--- config.mk ---
export PLATFORM = sky130hd
export DESIGN_NAME = actuator_response_chain
export DESIGN_NICKNAME = d
export VERILOG_FILES = /design/src/design/arc_pkg.sv /design/src/design/arc_div.sv /design/src/design/actuator_response_chain.sv
export SDC_FILE = /design/constraint.sdc
export NUM_CORES = 2
export LEC_CHECK = 0
export BUFFER_PORTS_ARGS = -buffer_cell sky130_fd_sc_hd__buf_2
export CAP_MARGIN = 10
export CORE_UTILIZATION = 35
export CTS_BUF_LIST = sky130_fd_sc_hd__clkbuf_16
export CTS_CLUSTER_DIAMETER = 30
export DETAILED_ROUTE_END_ITERATION = 16
export GPL_ROUTABILITY_DRIVEN = 0
export PLACE_DENSITY = 0.56
export SLEW_MARGIN = 15
export SYNTH_ARGS = -nofsm -noshare
export SYNTH_HDL_FRONTEND = slang
export SYNTH_SLANG_ARGS = --single-unit
--- constraint.sdc ---
create_clock -name clock -period 9.65 [get_ports clock]
set_input_delay 1.93 -clock clock [delete_from_list [all_inputs] [get_ports clock]]
set_output_delay 1.93 -clock clock [all_outputs]
set_load 0.01 [all_outputs]
--- src/design/arc_pkg.sv ---
// ----------------------------------------------------------------------------
// arc_pkg: actuator response chain shared definitions
// Sample formats, datapath widths, CSR map, micro-op codes and the
// sequencer control store.
// ----------------------------------------------------------------------------
package arc_pkg;

   localparam int SAMPLE_WIDTH    = 16;
   localparam int FRACTION_BITS   = 12;
   localparam int STEP_WIDTH      = 16;
   localparam int TAU_WIDTH       = 24;
   localparam int BLEND_WIDTH     = 17;
   localparam int BLEND_SHIFT     = 16;
   localparam int DEAD_WIDTH      = FRACTION_BITS;
   localparam int CSR_DATA_WIDTH  = 24;
   localparam int CSR_INDEX_WIDTH = 3;

   localparam int ONE_Q       = 1 << FRACTION_BITS;
   localparam int BLEND_HALF  = 1 << (BLEND_SHIFT - 1);
   localparam int HALF_RANGE  = 1 << (SAMPLE_WIDTH - 1);

   localparam int MAG_WIDTH   = SAMPLE_WIDTH;
   localparam int MUL_A_WIDTH = (BLEND_WIDTH > STEP_WIDTH) ? BLEND_WIDTH : STEP_WIDTH;
   localparam int PROD_WIDTH  = MUL_A_WIDTH + MAG_WIDTH;
   localparam int NUM_WIDTH   = PROD_WIDTH + 1;
   localparam int DEN_WIDTH   = TAU_WIDTH + 1;
   localparam int QUO_WIDTH   = SAMPLE_WIDTH;
   localparam int REM_WIDTH   = DEN_WIDTH + 1;

   localparam logic [BLEND_WIDTH-1:0] BLEND_ONE = BLEND_WIDTH'(1 << BLEND_SHIFT);
   localparam logic signed [SAMPLE_WIDTH-1:0] SAMPLE_MAX = SAMPLE_WIDTH'(HALF_RANGE - 1);
   localparam logic signed [SAMPLE_WIDTH-1:0] SAMPLE_MIN = SAMPLE_WIDTH'(HALF_RANGE);

   localparam logic signed [SAMPLE_WIDTH-1:0] LOWER_RESET = -SAMPLE_WIDTH'(ONE_Q);
   localparam logic signed [SAMPLE_WIDTH-1:0] UPPER_RESET = SAMPLE_WIDTH'(ONE_Q);
   localparam logic signed [SAMPLE_WIDTH-1:0] GAIN_RESET  = SAMPLE_WIDTH'(ONE_Q);

   typedef enum logic [CSR_INDEX_WIDTH-1:0] {
      CSR_LAG_TIME_CONSTANT,
      CSR_LOWER_LIMIT,
      CSR_UPPER_LIMIT,
      CSR_BLEND_FACTOR,
      CSR_DEAD_BAND,
      CSR_OUTPUT_GAIN
   } csr_index_type;

   typedef enum logic [3:0] {
      OP_WAIT,
      OP_JHOLD,
      OP_JBYP,
      OP_LAGMUL,
      OP_DIVGO,
      OP_DIVWAIT,
      OP_LAGFIN,
      OP_BYP,
      OP_CLAMP,
      OP_BLMUL,
      OP_BLFIN,
      OP_DZ,
      OP_DZFIN,
      OP_GMUL,
      OP_GFIN,
      OP_EMIT
   } uop_type;

   localparam int PC_WIDTH = 5;

   typedef struct packed {
      uop_type             op;
      logic                held;
      logic [PC_WIDTH-1:0] target;
   } uword_type;

   typedef struct packed {
      logic busy;
      logic overflow;
   } div_status_type;

   localparam logic [PC_WIDTH-1:0] PC_FETCH  = PC_WIDTH'(0);
   localparam logic [PC_WIDTH-1:0] PC_BYPASS = PC_WIDTH'(7);
   localparam logic [PC_WIDTH-1:0] PC_CLAMP  = PC_WIDTH'(8);
   localparam logic [PC_WIDTH-1:0] PC_GAIN   = PC_WIDTH'(15);
   localparam logic [PC_WIDTH-1:0] PC_HOLD   = PC_WIDTH'(18);

   // control store
   function automatic uword_type ucode_rom(input logic [PC_WIDTH-1:0] pc);
      uword_type w;
      w = '{op: OP_WAIT, held: 1'b0, target: PC_FETCH};
      unique case (pc)
         5'd0:  w = '{op: OP_WAIT,    held: 1'b0, target: PC_FETCH};
         5'd1:  w = '{op: OP_JHOLD,   held: 1'b0, target: PC_HOLD};
         5'd2:  w = '{op: OP_JBYP,    held: 1'b0, target: PC_BYPASS};
         5'd3:  w = '{op: OP_LAGMUL,  held: 1'b0, target: PC_FETCH};
         5'd4:  w = '{op: OP_DIVGO,   held: 1'b0, target: PC_FETCH};
         5'd5:  w = '{op: OP_DIVWAIT, held: 1'b0, target: PC_FETCH};
         5'd6:  w = '{op: OP_LAGFIN,  held: 1'b0, target: PC_CLAMP};
         5'd7:  w = '{op: OP_BYP,     held: 1'b0, target: PC_FETCH};
         5'd8:  w = '{op: OP_CLAMP,   held: 1'b0, target: PC_FETCH};
         5'd9:  w = '{op: OP_BLMUL,   held: 1'b0, target: PC_FETCH};
         5'd10: w = '{op: OP_BLFIN,   held: 1'b0, target: PC_FETCH};
         5'd11: w = '{op: OP_DZ,      held: 1'b0, target: PC_GAIN};
         5'd12: w = '{op: OP_DIVGO,   held: 1'b0, target: PC_FETCH};
         5'd13: w = '{op: OP_DIVWAIT, held: 1'b0, target: PC_FETCH};
         5'd14: w = '{op: OP_DZFIN,   held: 1'b0, target: PC_FETCH};
         5'd15: w = '{op: OP_GMUL,    held: 1'b0, target: PC_FETCH};
         5'd16: w = '{op: OP_GFIN,    held: 1'b0, target: PC_FETCH};
         5'd17: w = '{op: OP_EMIT,    held: 1'b0, target: PC_FETCH};
         5'd18: w = '{op: OP_EMIT,    held: 1'b1, target: PC_FETCH};
         default: w = '{op: OP_WAIT,  held: 1'b0, target: PC_FETCH};
      endcase
      return w;
   endfunction

   function automatic logic [MAG_WIDTH-1:0] mag_of_diff(
      input logic signed [SAMPLE_WIDTH:0] v);
      logic [SAMPLE_WIDTH:0] n;
      n = v[SAMPLE_WIDTH] ? -v : v;
      return n[MAG_WIDTH-1:0];
   endfunction

   function automatic logic [MAG_WIDTH-1:0] mag_of_sample(
      input logic signed [SAMPLE_WIDTH-1:0] v);
      logic [SAMPLE_WIDTH-1:0] n;
      n = v[SAMPLE_WIDTH-1] ? -v : v;
      return n;
   endfunction

   // base +/- mag, result known to stay in sample range
   function automatic logic signed [SAMPLE_WIDTH-1:0] add_signed_mag(
      input logic signed [SAMPLE_WIDTH-1:0] base,
      input logic                           neg,
      input logic [MAG_WIDTH-1:0]           mag);
      logic signed [SAMPLE_WIDTH+1:0] ext_base;
      logic signed [SAMPLE_WIDTH+1:0] ext_mag;
      logic signed [SAMPLE_WIDTH+1:0] sum;
      ext_base = {{2{base[SAMPLE_WIDTH-1]}}, base};
      ext_mag  = $signed({2'b00, mag});
      sum      = neg ? ext_base - ext_mag : ext_base + ext_mag;
      return sum[SAMPLE_WIDTH-1:0];
   endfunction

endpackage

--- src/design/arc_div.sv ---
// ----------------------------------------------------------------------------
// arc_div: rounding divider
// Unsigned restoring division of (numerator + divisor/2) by divisor, two
// quotient bits per cycle. Flags overflow when the quotient does not fit.
// ----------------------------------------------------------------------------
module arc_div
   import arc_pkg::*;
(
   input  logic                  clock,
   input  logic                  reset,
   input  logic                  start,
   input  logic [PROD_WIDTH-1:0] numerator,
   input  logic [DEN_WIDTH-1:0]  divisor,
   output div_status_type        status,
   output logic [QUO_WIDTH-1:0]  quotient
);

   localparam int STEPS     = QUO_WIDTH / 2;
   localparam int CNT_WIDTH = $clog2(STEPS);

   logic                 busy_ff, busy_in;
   logic [CNT_WIDTH-1:0] cnt_ff, cnt_in;
   logic [REM_WIDTH-1:0] rem_ff, rem_in;
   logic [QUO_WIDTH-1:0] sh_ff, sh_in;
   logic [QUO_WIDTH-1:0] quo_ff, quo_in;
   logic                 ovf_ff, ovf_in;

   logic [NUM_WIDTH-1:0] biased;
   logic [REM_WIDTH-1:0] den_ext;
   logic [REM_WIDTH-1:0] r_step;
   logic [QUO_WIDTH-1:0] sh_step;
   logic [QUO_WIDTH-1:0] q_step;

   assign biased  = NUM_WIDTH'(numerator) + NUM_WIDTH'(divisor >> 1);
   assign den_ext = REM_WIDTH'(divisor);

   always_comb begin
      r_step  = rem_ff;
      sh_step = sh_ff;
      q_step  = quo_ff;
      for (int i = 0; i < 2; i++) begin
         r_step  = {r_step[REM_WIDTH-2:0], sh_step[QUO_WIDTH-1]};
         sh_step = {sh_step[QUO_WIDTH-2:0], 1'b0};
         if (r_step >= den_ext) begin
            r_step = r_step - den_ext;
            q_step = {q_step[QUO_WIDTH-2:0], 1'b1};
         end else begin
            q_step = {q_step[QUO_WIDTH-2:0], 1'b0};
         end
      end
   end

   always_comb begin
      busy_in = busy_ff;
      cnt_in  = cnt_ff;
      rem_in  = rem_ff;
      sh_in   = sh_ff;
      quo_in  = quo_ff;
      ovf_in  = ovf_ff;
      if (start) begin
         busy_in = 1'b1;
         cnt_in  = '0;
         rem_in  = REM_WIDTH'(biased[NUM_WIDTH-1:QUO_WIDTH]);
         sh_in   = biased[QUO_WIDTH-1:0];
         quo_in  = '0;
         ovf_in  = REM_WIDTH'(biased[NUM_WIDTH-1:QUO_WIDTH]) >= den_ext;
      end else if (busy_ff) begin
         rem_in = r_step;
         sh_in  = sh_step;
         quo_in = q_step;
         cnt_in = cnt_ff + 1'b1;
         if (cnt_ff == CNT_WIDTH'(STEPS - 1)) begin
            busy_in = 1'b0;
         end
      end
   end

   always_ff @(posedge clock) begin
      if (reset) begin
         busy_ff <= 1'b0;
         cnt_ff  <= '0;
      end else begin
         busy_ff <= busy_in;
         cnt_ff  <= cnt_in;
      end
   end

   always_ff @(posedge clock) begin
      rem_ff <= rem_in;
      sh_ff  <= sh_in;
      quo_ff <= quo_in;
      ovf_ff <= ovf_in;
   end

   assign status.busy     = busy_ff;
   assign status.overflow = ovf_ff;
   assign quotient        = quo_ff;

endmodule

--- src/design/actuator_response_chain.sv ---
// ----------------------------------------------------------------------------
// actuator_response_chain: actuator response model
// First-order lag, clamp, low-pass blend, dead zone with rescale and
// output gain on Q3.12 samples, run by a microcoded sequencer.
//
//   channel | ports  | direction | beat
//   input   | req_*  | in        | command_value, step_time
//   result  | rsp_*  | out       | actuator_output, held
//   config  | csr_*  | in        | write enable, index, data
//
// A held beat (zero step time) re-emits the last output. Other beats run
// the datapath with up to two divider passes: the lag pass runs when
// the time constant is nonzero, the dead-zone pass when the value lies
// outside the dead zone. A pass waits while the divider is busy (two
// quotient bits per cycle). One beat is in flight at a time; the result
// sits in an output register and the next beat is taken while it waits.
// Reset clears filter state, last output, CSRs to defaults and the
// sequencer. A stalled result stalls the sequencer only at its emit step.
// ----------------------------------------------------------------------------
module actuator_response_chain
   import arc_pkg::*;
(
   input  logic                           clock,
   input  logic                           reset,
   input  logic                           req_valid,
   output logic                           req_ready,
   input  logic signed [SAMPLE_WIDTH-1:0] req_command_value,
   input  logic [STEP_WIDTH-1:0]          req_step_time,
   output logic                           rsp_valid,
   input  logic                           rsp_ready,
   output logic signed [SAMPLE_WIDTH-1:0] rsp_actuator_output,
   output logic                           rsp_held,
   input  logic                           csr_write_enable,
   input  logic [CSR_INDEX_WIDTH-1:0]     csr_index,
   input  logic [CSR_DATA_WIDTH-1:0]      csr_write_data
);

   // sequencer and state
   logic [PC_WIDTH-1:0]            pc_ff, pc_in;
   logic                           rsp_valid_ff, rsp_valid_in;
   logic signed [SAMPLE_WIDTH-1:0] filt_ff, filt_in;
   logic signed [SAMPLE_WIDTH-1:0] last_ff, last_in;

   // CSRs
   logic [TAU_WIDTH-1:0]           tau_ff, tau_in;
   logic signed [SAMPLE_WIDTH-1:0] lower_ff, lower_in;
   logic signed [SAMPLE_WIDTH-1:0] upper_ff, upper_in;
   logic [BLEND_WIDTH-1:0]         blend_ff, blend_in;
   logic [DEAD_WIDTH-1:0]          dead_ff, dead_in;
   logic signed [SAMPLE_WIDTH-1:0] gain_ff, gain_in;

   // datapath
   logic signed [SAMPLE_WIDTH-1:0] cmd_ff, cmd_in;
   logic [STEP_WIDTH-1:0]          dt_ff, dt_in;
   logic signed [SAMPLE_WIDTH-1:0] x_ff, x_in;
   logic signed [SAMPLE_WIDTH-1:0] base_ff, base_in;
   logic [PROD_WIDTH-1:0]          prod_ff, prod_in;
   logic                           neg_ff, neg_in;
   logic [DEN_WIDTH-1:0]           den_ff, den_in;
   logic signed [SAMPLE_WIDTH-1:0] out_ff, out_in;
   logic                           held_ff, held_in;

   localparam int GRND_WIDTH = NUM_WIDTH - FRACTION_BITS;

   uword_type                      uword;
   logic signed [SAMPLE_WIDTH:0]   diff_cs;
   logic signed [SAMPLE_WIDTH:0]   diff_xb;
   logic [MAG_WIDTH-1:0]           mag_x;
   logic [MAG_WIDTH-1:0]           mag_gain;
   logic [BLEND_WIDTH-1:0]         alpha;
   logic [MUL_A_WIDTH-1:0]         mul_a;
   logic [MAG_WIDTH-1:0]           mul_b;
   logic [PROD_WIDTH-1:0]          product;
   logic [NUM_WIDTH-1:0]           rnd_b;
   logic [NUM_WIDTH-1:0]           rnd_g;
   logic [GRND_WIDTH-1:0]          r_g;
   logic signed [SAMPLE_WIDTH-1:0] clamp_lo;
   logic                           div_start;
   div_status_type                 div_status;
   logic [QUO_WIDTH-1:0]           div_quotient;

   arc_div u_div (
      .clock     (clock),
      .reset     (reset),
      .start     (div_start),
      .numerator (prod_ff),
      .divisor   (den_ff),
      .status    (div_status),
      .quotient  (div_quotient)
   );

   assign uword    = ucode_rom(pc_ff);
   assign diff_cs  = {cmd_ff[SAMPLE_WIDTH-1], cmd_ff} - {filt_ff[SAMPLE_WIDTH-1], filt_ff};
   assign diff_xb  = {x_ff[SAMPLE_WIDTH-1], x_ff} - {base_ff[SAMPLE_WIDTH-1], base_ff};
   assign mag_x    = mag_of_sample(x_ff);
   assign mag_gain = mag_of_sample(gain_ff);
   assign alpha    = (blend_ff > BLEND_ONE) ? BLEND_ONE : blend_ff;
   assign product  = mul_a * mul_b;
   assign rnd_b    = NUM_WIDTH'(prod_ff) + NUM_WIDTH'(BLEND_HALF);
   assign rnd_g    = NUM_WIDTH'(prod_ff) + NUM_WIDTH'(ONE_Q / 2);
   assign r_g      = rnd_g[NUM_WIDTH-1:FRACTION_BITS];
   assign clamp_lo = (x_ff < lower_ff) ? lower_ff : x_ff;

   assign req_ready           = (uword.op == OP_WAIT);
   assign rsp_valid           = rsp_valid_ff;
   assign rsp_actuator_output = out_ff;
   assign rsp_held            = held_ff;

   always_comb begin
      pc_in        = pc_ff + 1'b1;
      rsp_valid_in = rsp_valid_ff && !rsp_ready;
      filt_in      = filt_ff;
      last_in      = last_ff;
      cmd_in       = cmd_ff;
      dt_in        = dt_ff;
      x_in         = x_ff;
      base_in      = base_ff;
      prod_in      = prod_ff;
      neg_in       = neg_ff;
      den_in       = den_ff;
      out_in       = out_ff;
      held_in      = held_ff;
      mul_a        = '0;
      mul_b        = '0;
      div_start    = 1'b0;

      unique case (uword.op)
         OP_WAIT: begin
            if (req_valid) begin
               cmd_in = req_command_value;
               dt_in  = req_step_time;
            end else begin
               pc_in = pc_ff;
            end
         end
         OP_JHOLD: begin
            if (dt_ff == '0) begin
               pc_in = uword.target;
            end
         end
         OP_JBYP: begin
            if (tau_ff == '0) begin
               pc_in = uword.target;
            end
         end
         OP_LAGMUL: begin
            mul_a   = MUL_A_WIDTH'(dt_ff);
            mul_b   = mag_of_diff(diff_cs);
            prod_in = product;
            neg_in  = diff_cs[SAMPLE_WIDTH];
            den_in  = DEN_WIDTH'(tau_ff) + DEN_WIDTH'(dt_ff);
         end
         OP_DIVGO: begin
            div_start = 1'b1;
         end
         OP_DIVWAIT: begin
            if (div_status.busy) begin
               pc_in = pc_ff;
            end
         end
         OP_LAGFIN: begin
            x_in    = add_signed_mag(filt_ff, neg_ff, div_quotient);
            base_in = add_signed_mag(filt_ff, neg_ff, div_quotient);
            pc_in   = uword.target;
         end
         OP_BYP: begin
            x_in    = cmd_ff;
            base_in = filt_ff;
         end
         OP_CLAMP: begin
            x_in = (clamp_lo > upper_ff) ? upper_ff : clamp_lo;
         end
         OP_BLMUL: begin
            mul_a   = MUL_A_WIDTH'(alpha);
            mul_b   = mag_of_diff(diff_xb);
            prod_in = product;
            neg_in  = diff_xb[SAMPLE_WIDTH];
         end
         OP_BLFIN: begin
            x_in    = add_signed_mag(base_ff, neg_ff, rnd_b[BLEND_SHIFT +: MAG_WIDTH]);
            filt_in = add_signed_mag(base_ff, neg_ff, rnd_b[BLEND_SHIFT +: MAG_WIDTH]);
         end
         OP_DZ: begin
            if (mag_x <= MAG_WIDTH'(dead_ff)) begin
               x_in  = '0;
               pc_in = uword.target;
            end else begin
               neg_in  = x_ff[SAMPLE_WIDTH-1];
               prod_in = PROD_WIDTH'(mag_x - MAG_WIDTH'(dead_ff)) << FRACTION_BITS;
               den_in  = DEN_WIDTH'(ONE_Q) - DEN_WIDTH'(dead_ff);
            end
         end
         OP_DZFIN: begin
            if (div_status.overflow) begin
               x_in = neg_ff ? SAMPLE_MIN : SAMPLE_MAX;
            end else if (!neg_ff) begin
               x_in = div_quotient[QUO_WIDTH-1] ? SAMPLE_MAX : div_quotient;
            end else if (div_quotient[QUO_WIDTH-1] && (div_quotient[QUO_WIDTH-2:0] != '0)) begin
               x_in = SAMPLE_MIN;
            end else begin
               x_in = -div_quotient;
            end
         end
         OP_GMUL: begin
            mul_a   = MUL_A_WIDTH'(mag_x);
            mul_b   = mag_gain;
            prod_in = product;
            neg_in  = x_ff[SAMPLE_WIDTH-1] ^ gain_ff[SAMPLE_WIDTH-1];
         end
         OP_GFIN: begin
            if (!neg_ff) begin
               last_in = (r_g > GRND_WIDTH'(HALF_RANGE - 1)) ? SAMPLE_MAX
                                                             : r_g[SAMPLE_WIDTH-1:0];
            end else begin
               last_in = (r_g > GRND_WIDTH'(HALF_RANGE)) ? SAMPLE_MIN
                                                         : -r_g[SAMPLE_WIDTH-1:0];
            end
         end
         OP_EMIT: begin
            if (!rsp_valid_ff || rsp_ready) begin
               rsp_valid_in = 1'b1;
               out_in       = last_ff;
               held_in      = uword.held;
               pc_in        = uword.target;
            end else begin
               pc_in = pc_ff;
            end
         end
         default: begin
            pc_in = PC_FETCH;
         end
      endcase
   end

   always_comb begin
      tau_in   = tau_ff;
      lower_in = lower_ff;
      upper_in = upper_ff;
      blend_in = blend_ff;
      dead_in  = dead_ff;
      gain_in  = gain_ff;
      if (csr_write_enable) begin
         unique case (csr_index_type'(csr_index))
            CSR_LAG_TIME_CONSTANT: tau_in   = csr_write_data[TAU_WIDTH-1:0];
            CSR_LOWER_LIMIT:       lower_in = csr_write_data[SAMPLE_WIDTH-1:0];
            CSR_UPPER_LIMIT:       upper_in = csr_write_data[SAMPLE_WIDTH-1:0];
            CSR_BLEND_FACTOR:      blend_in = csr_write_data[BLEND_WIDTH-1:0];
            CSR_DEAD_BAND:         dead_in  = csr_write_data[DEAD_WIDTH-1:0];
            CSR_OUTPUT_GAIN:       gain_in  = csr_write_data[SAMPLE_WIDTH-1:0];
            default: begin
            end
         endcase
      end
   end

   always_ff @(posedge clock) begin
      if (reset) begin
         pc_ff        <= PC_FETCH;
         rsp_valid_ff <= 1'b0;
         filt_ff      <= '0;
         last_ff      <= '0;
         tau_ff       <= '0;
         lower_ff     <= LOWER_RESET;
         upper_ff     <= UPPER_RESET;
         blend_ff     <= BLEND_ONE;
         dead_ff      <= '0;
         gain_ff      <= GAIN_RESET;
      end else begin
         pc_ff        <= pc_in;
         rsp_valid_ff <= rsp_valid_in;
         filt_ff      <= filt_in;
         last_ff      <= last_in;
         tau_ff       <= tau_in;
         lower_ff     <= lower_in;
         upper_ff     <= upper_in;
         blend_ff     <= blend_in;
         dead_ff      <= dead_in;
         gain_ff      <= gain_in;
      end
   end

   always_ff @(posedge clock) begin
      cmd_ff  <= cmd_in;
      dt_ff   <= dt_in;
      x_ff    <= x_in;
      base_ff <= base_in;
      prod_ff <= prod_in;
      neg_ff  <= neg_in;
      den_ff  <= den_in;
      out_ff  <= out_in;
      held_ff <= held_in;
   end

endmodule

==> flow_summary.ini <==
[status]
status = finished, final reports clean

[clock_network]
htreeDepth = 3
cts_tree = yes
cts_buffer_depth = 3
clock_latency_ps = 650
numCtsBuffers = 84
clk_pin_slew_ps = 60
cts_root_buf = clkbuf_16
clock-sinks = 350
cts_hold_buf = 0

[pwr]
switching_share = 0.453
seqPwrFrac = 0.194
peakVddDrop_uv = 183
leakage_nw = 18.5
p_per_area_mw_per_mm2 = 266
internal-power_mw = 6.28
pwr-share-comb = 0.554
switching_power_mw = 5.19
clkPwrFrac = 0.252
finalPower_mw = 11.5

[sta]
layout_setup_ws_ps = 326
fmax_mhz = 107
fin_crit_ps = 9320
clock_skew_ps = 31.3
max_slew.worst_pin.slew_ps = 1170
fin_setup_tns_ps = 0
finalCritPeriodShare = 0.966
finalMaxSlewViolations = 0
setup_viol_count_final = 0
slew_headroom = 0.218
hold_violations = 0

[place]
place_ws_ps = 31.6
place_hpwl_um = 105000
io_buffers = 82

[die]
die_x_um = 330
io_pins = 83
core_area_mm2 = 0.106
start_util = 0.355
design.die.area_mm2 = 0.109
rows = 119
floorplan.die.height_um = 330

[detailed_routing]
routed_wl_um = 133000
vias_per_cell = 5.62
routedWlPerCell_um = 21.4
drc_errors = 0
antenna_left = 0
drt_pass1_iterations = 8
drt_iter0_drc = 3236
num_vias = 34812

[yosys]
synthCells = 4637
synth_top_family_by_area = adder cells
yosys_register_bits = 350
synth_top_area_share = 0.140
yosys.area.top_type = edfxtp_1
synth-compound-area-share = 0.196
synth_xor_area_frac = 0.0651
synth_area_leaders = edfxtp_1, fa_1, ha_1
muxShareOfSynthArea = 0.0118
syn_nets = 5253
synth-simple-area-share = 0.202
ys_seq_area_frac = 0.233
ys.warnings.count = 0
synth-main-ff-cell = edfxtp_1
synth_area_per_cell_um2 = 8.12
synth_commonest_cells = nand2_1, inv_1, a21oi_1
synth_cell_type_count = 105
synth-adder-area-share = 0.227
synth_area_mm2 = 0.0376
synth_enable_flop_cells = 175
yosysMostFrequentCell = nand2_1
async_flop_share = 0

[critical_path]
critPathMaxStageDelay_ps = 550
crit_arrival_ps = 9680
reg2reg_from = x_ff[0]
critical_path_class = reg2reg
cp_common_cell = fa_1
start_kind = register
end_kind = register
cp-startpoint = x_ff[0]
cp_slowest_cell = fa_1
crit_fanout = 12
required_ps = 10010

[worst_hold_path]
worstHoldPathType = reg2reg
hold_path_startpoint = uword[5]

[layout]
postLayoutCoreUtil = 0.406
antenna_cells = 0
fillCellCount = 10817
syn2layout_area_growth_pct = 14.3
drive_above_1_share = 0.0943
nNetsFinal = 5348

[job]
maxCapViolCount = 0

[global_routing]
grt_pass1_vias = 32804
antenna_found_initial = 3
groute.usage.overall = 0.241
grt_max_degree = 88
overflow = 0
grt_first_pass_wirelength_um = 201000
[cell type report]
cell class | count | area, um^2 | share of cell area
clock buffers | 85 | 2130 | 0.0494
clock inverters | 71 | 774 | 0.0180
inverters | 442 | 1660 | 0.0385
multi-input cells | 3648 | 26600 | 0.618
flip-flops and latches | 350 | 8760 | 0.204
well taps | 1391 | 1740 | 0.0404
repair buffers | 206 | 1370 | 0.0319
[placed cells by master, fill, tap and decap left out, types with 11 or more instances in the layout]
cell type and count:
nand3_1 137, mux2i_1 32, dfxtp_1 174, fa_1 216
or4_1 13, a211o_1 15, a22oi_1 17, and3_1 38
clkbuf_16 85, nand2b_1 49, o31ai_1 25, o21ai_0 254
clkinv_1 12, buf_4 120, o21bai_1 23, nor2_1 300
nor4_1 33, a21boi_0 11, a31oi_1 34, inv_6 12
xor2_1 113, o21a_1 45, edfxtp_1 175, a2bb2oi_1 11
nand2_1 693, inv_1 445, a21oi_1 364, ha_1 334
buf_2 81, a21o_1 84, nor2b_1 50, nand4_1 44
or2_2 13, and2_1 73, o211ai_1 35, nor3_1 86
or3_1 45, a211oi_1 48, xnor2_1 165
[metrics by stage]
step	std cells	area, um^2	hold slack (ps)
floorplan	4637	37600	386
global placement	6027	39900	395
detailed placement	6027	39900	403
CTS	6183	42800	422
global route	6193	43000	436
finish	6193	43000	422
[sequential cells by signal, indices dropped and copies added, names as in the netlist, 5 cells and up]
signal / count
base_ff: 16
blend_ff: 17
cmd_ff: 16
dead_ff: 12
den_ff: 25
dt_ff: 16
filt_ff: 16
gain_ff: 16
last_ff: 16
lower_ff: 16
pc_ff: 5
prod_ff: 33
rsp_actuator_output: 16
tau_ff: 24
u_div.quotient: 16
u_div.rem_ff: 25
u_div.sh_ff: 16
upper_ff: 16
uword: 9
x_ff: 16
[worst max-delay path: cells and delay by family (launching register included)]
kind | cells | cell delay [ps]
adder cells (fa/ha/maj) | 9 | 3940
AO/OA/AOI/OAI | 11 | 2570
XOR/XNOR | 1 | 160
AND/OR/NAND/NOR | 6 | 1200
flip-flops | 1 | 370
buffers and inverters | 6 | 790
[layer usage]
metal / vias to the layer above / wire (um) / global-route usage
met5: - / 44 / 0
met4: 6 / 3910 / 0.0730
met3: 224 / 12400 / 0.0454
met2: 1527 / 55900 / 0.359
met1: 16690 / 60600 / 0.351
li1: 16365 / - / -
[cells by family (layout without fill, tap and decap cells)]
| family | count (synthesis) | in the layout |
|---|---|---|
| simple gates | 1639 | 1639 |
| flops | 350 | 350 |
| buf+inv | 639 | 804 |
| fa+ha+maj | 552 | 552 |
| compound gates | 1134 | 1134 |
| xor+xnor | 280 | 280 |
| mux | 43 | 43 |
[path summary, 6_finish.rpt]
check,endpoint,slack [ps],depth (start not counted)
setup / recovery,prod_ff[31],330,33
hold / removal,rsp_held,420,0
setup reg to reg,prod_ff[31],330,33
hold reg to reg,rsp_held,420,0
[what timing repair did]
action | 4_1_cts | 5_1_grt
setup endpoints to repair | 1 | 13
setup buffers | 0 | 10
pin swaps | 0 | 14
gates resized for setup | 1 | 31
[power by group through the flow]
| stage | Combinational [mW] | Sequential [mW] | Clock, mW |
|---|---|---|---|
| 6_report | 6.35 | 2.23 | 2.89 |
| 5_1_grt | 6.95 | 2.24 | 3.00 |
| 4_1_cts | 6.19 | 2.22 | 2.92 |
| 3_5_place_dp | 6.14 | 2.24 | 0 |
| 3_3_place_gp | 6.11 | 2.24 | 0 |
| 2_1_floorplan | 4.57 | 2.10 | 0 |
(Power assumes the default switching activity.)
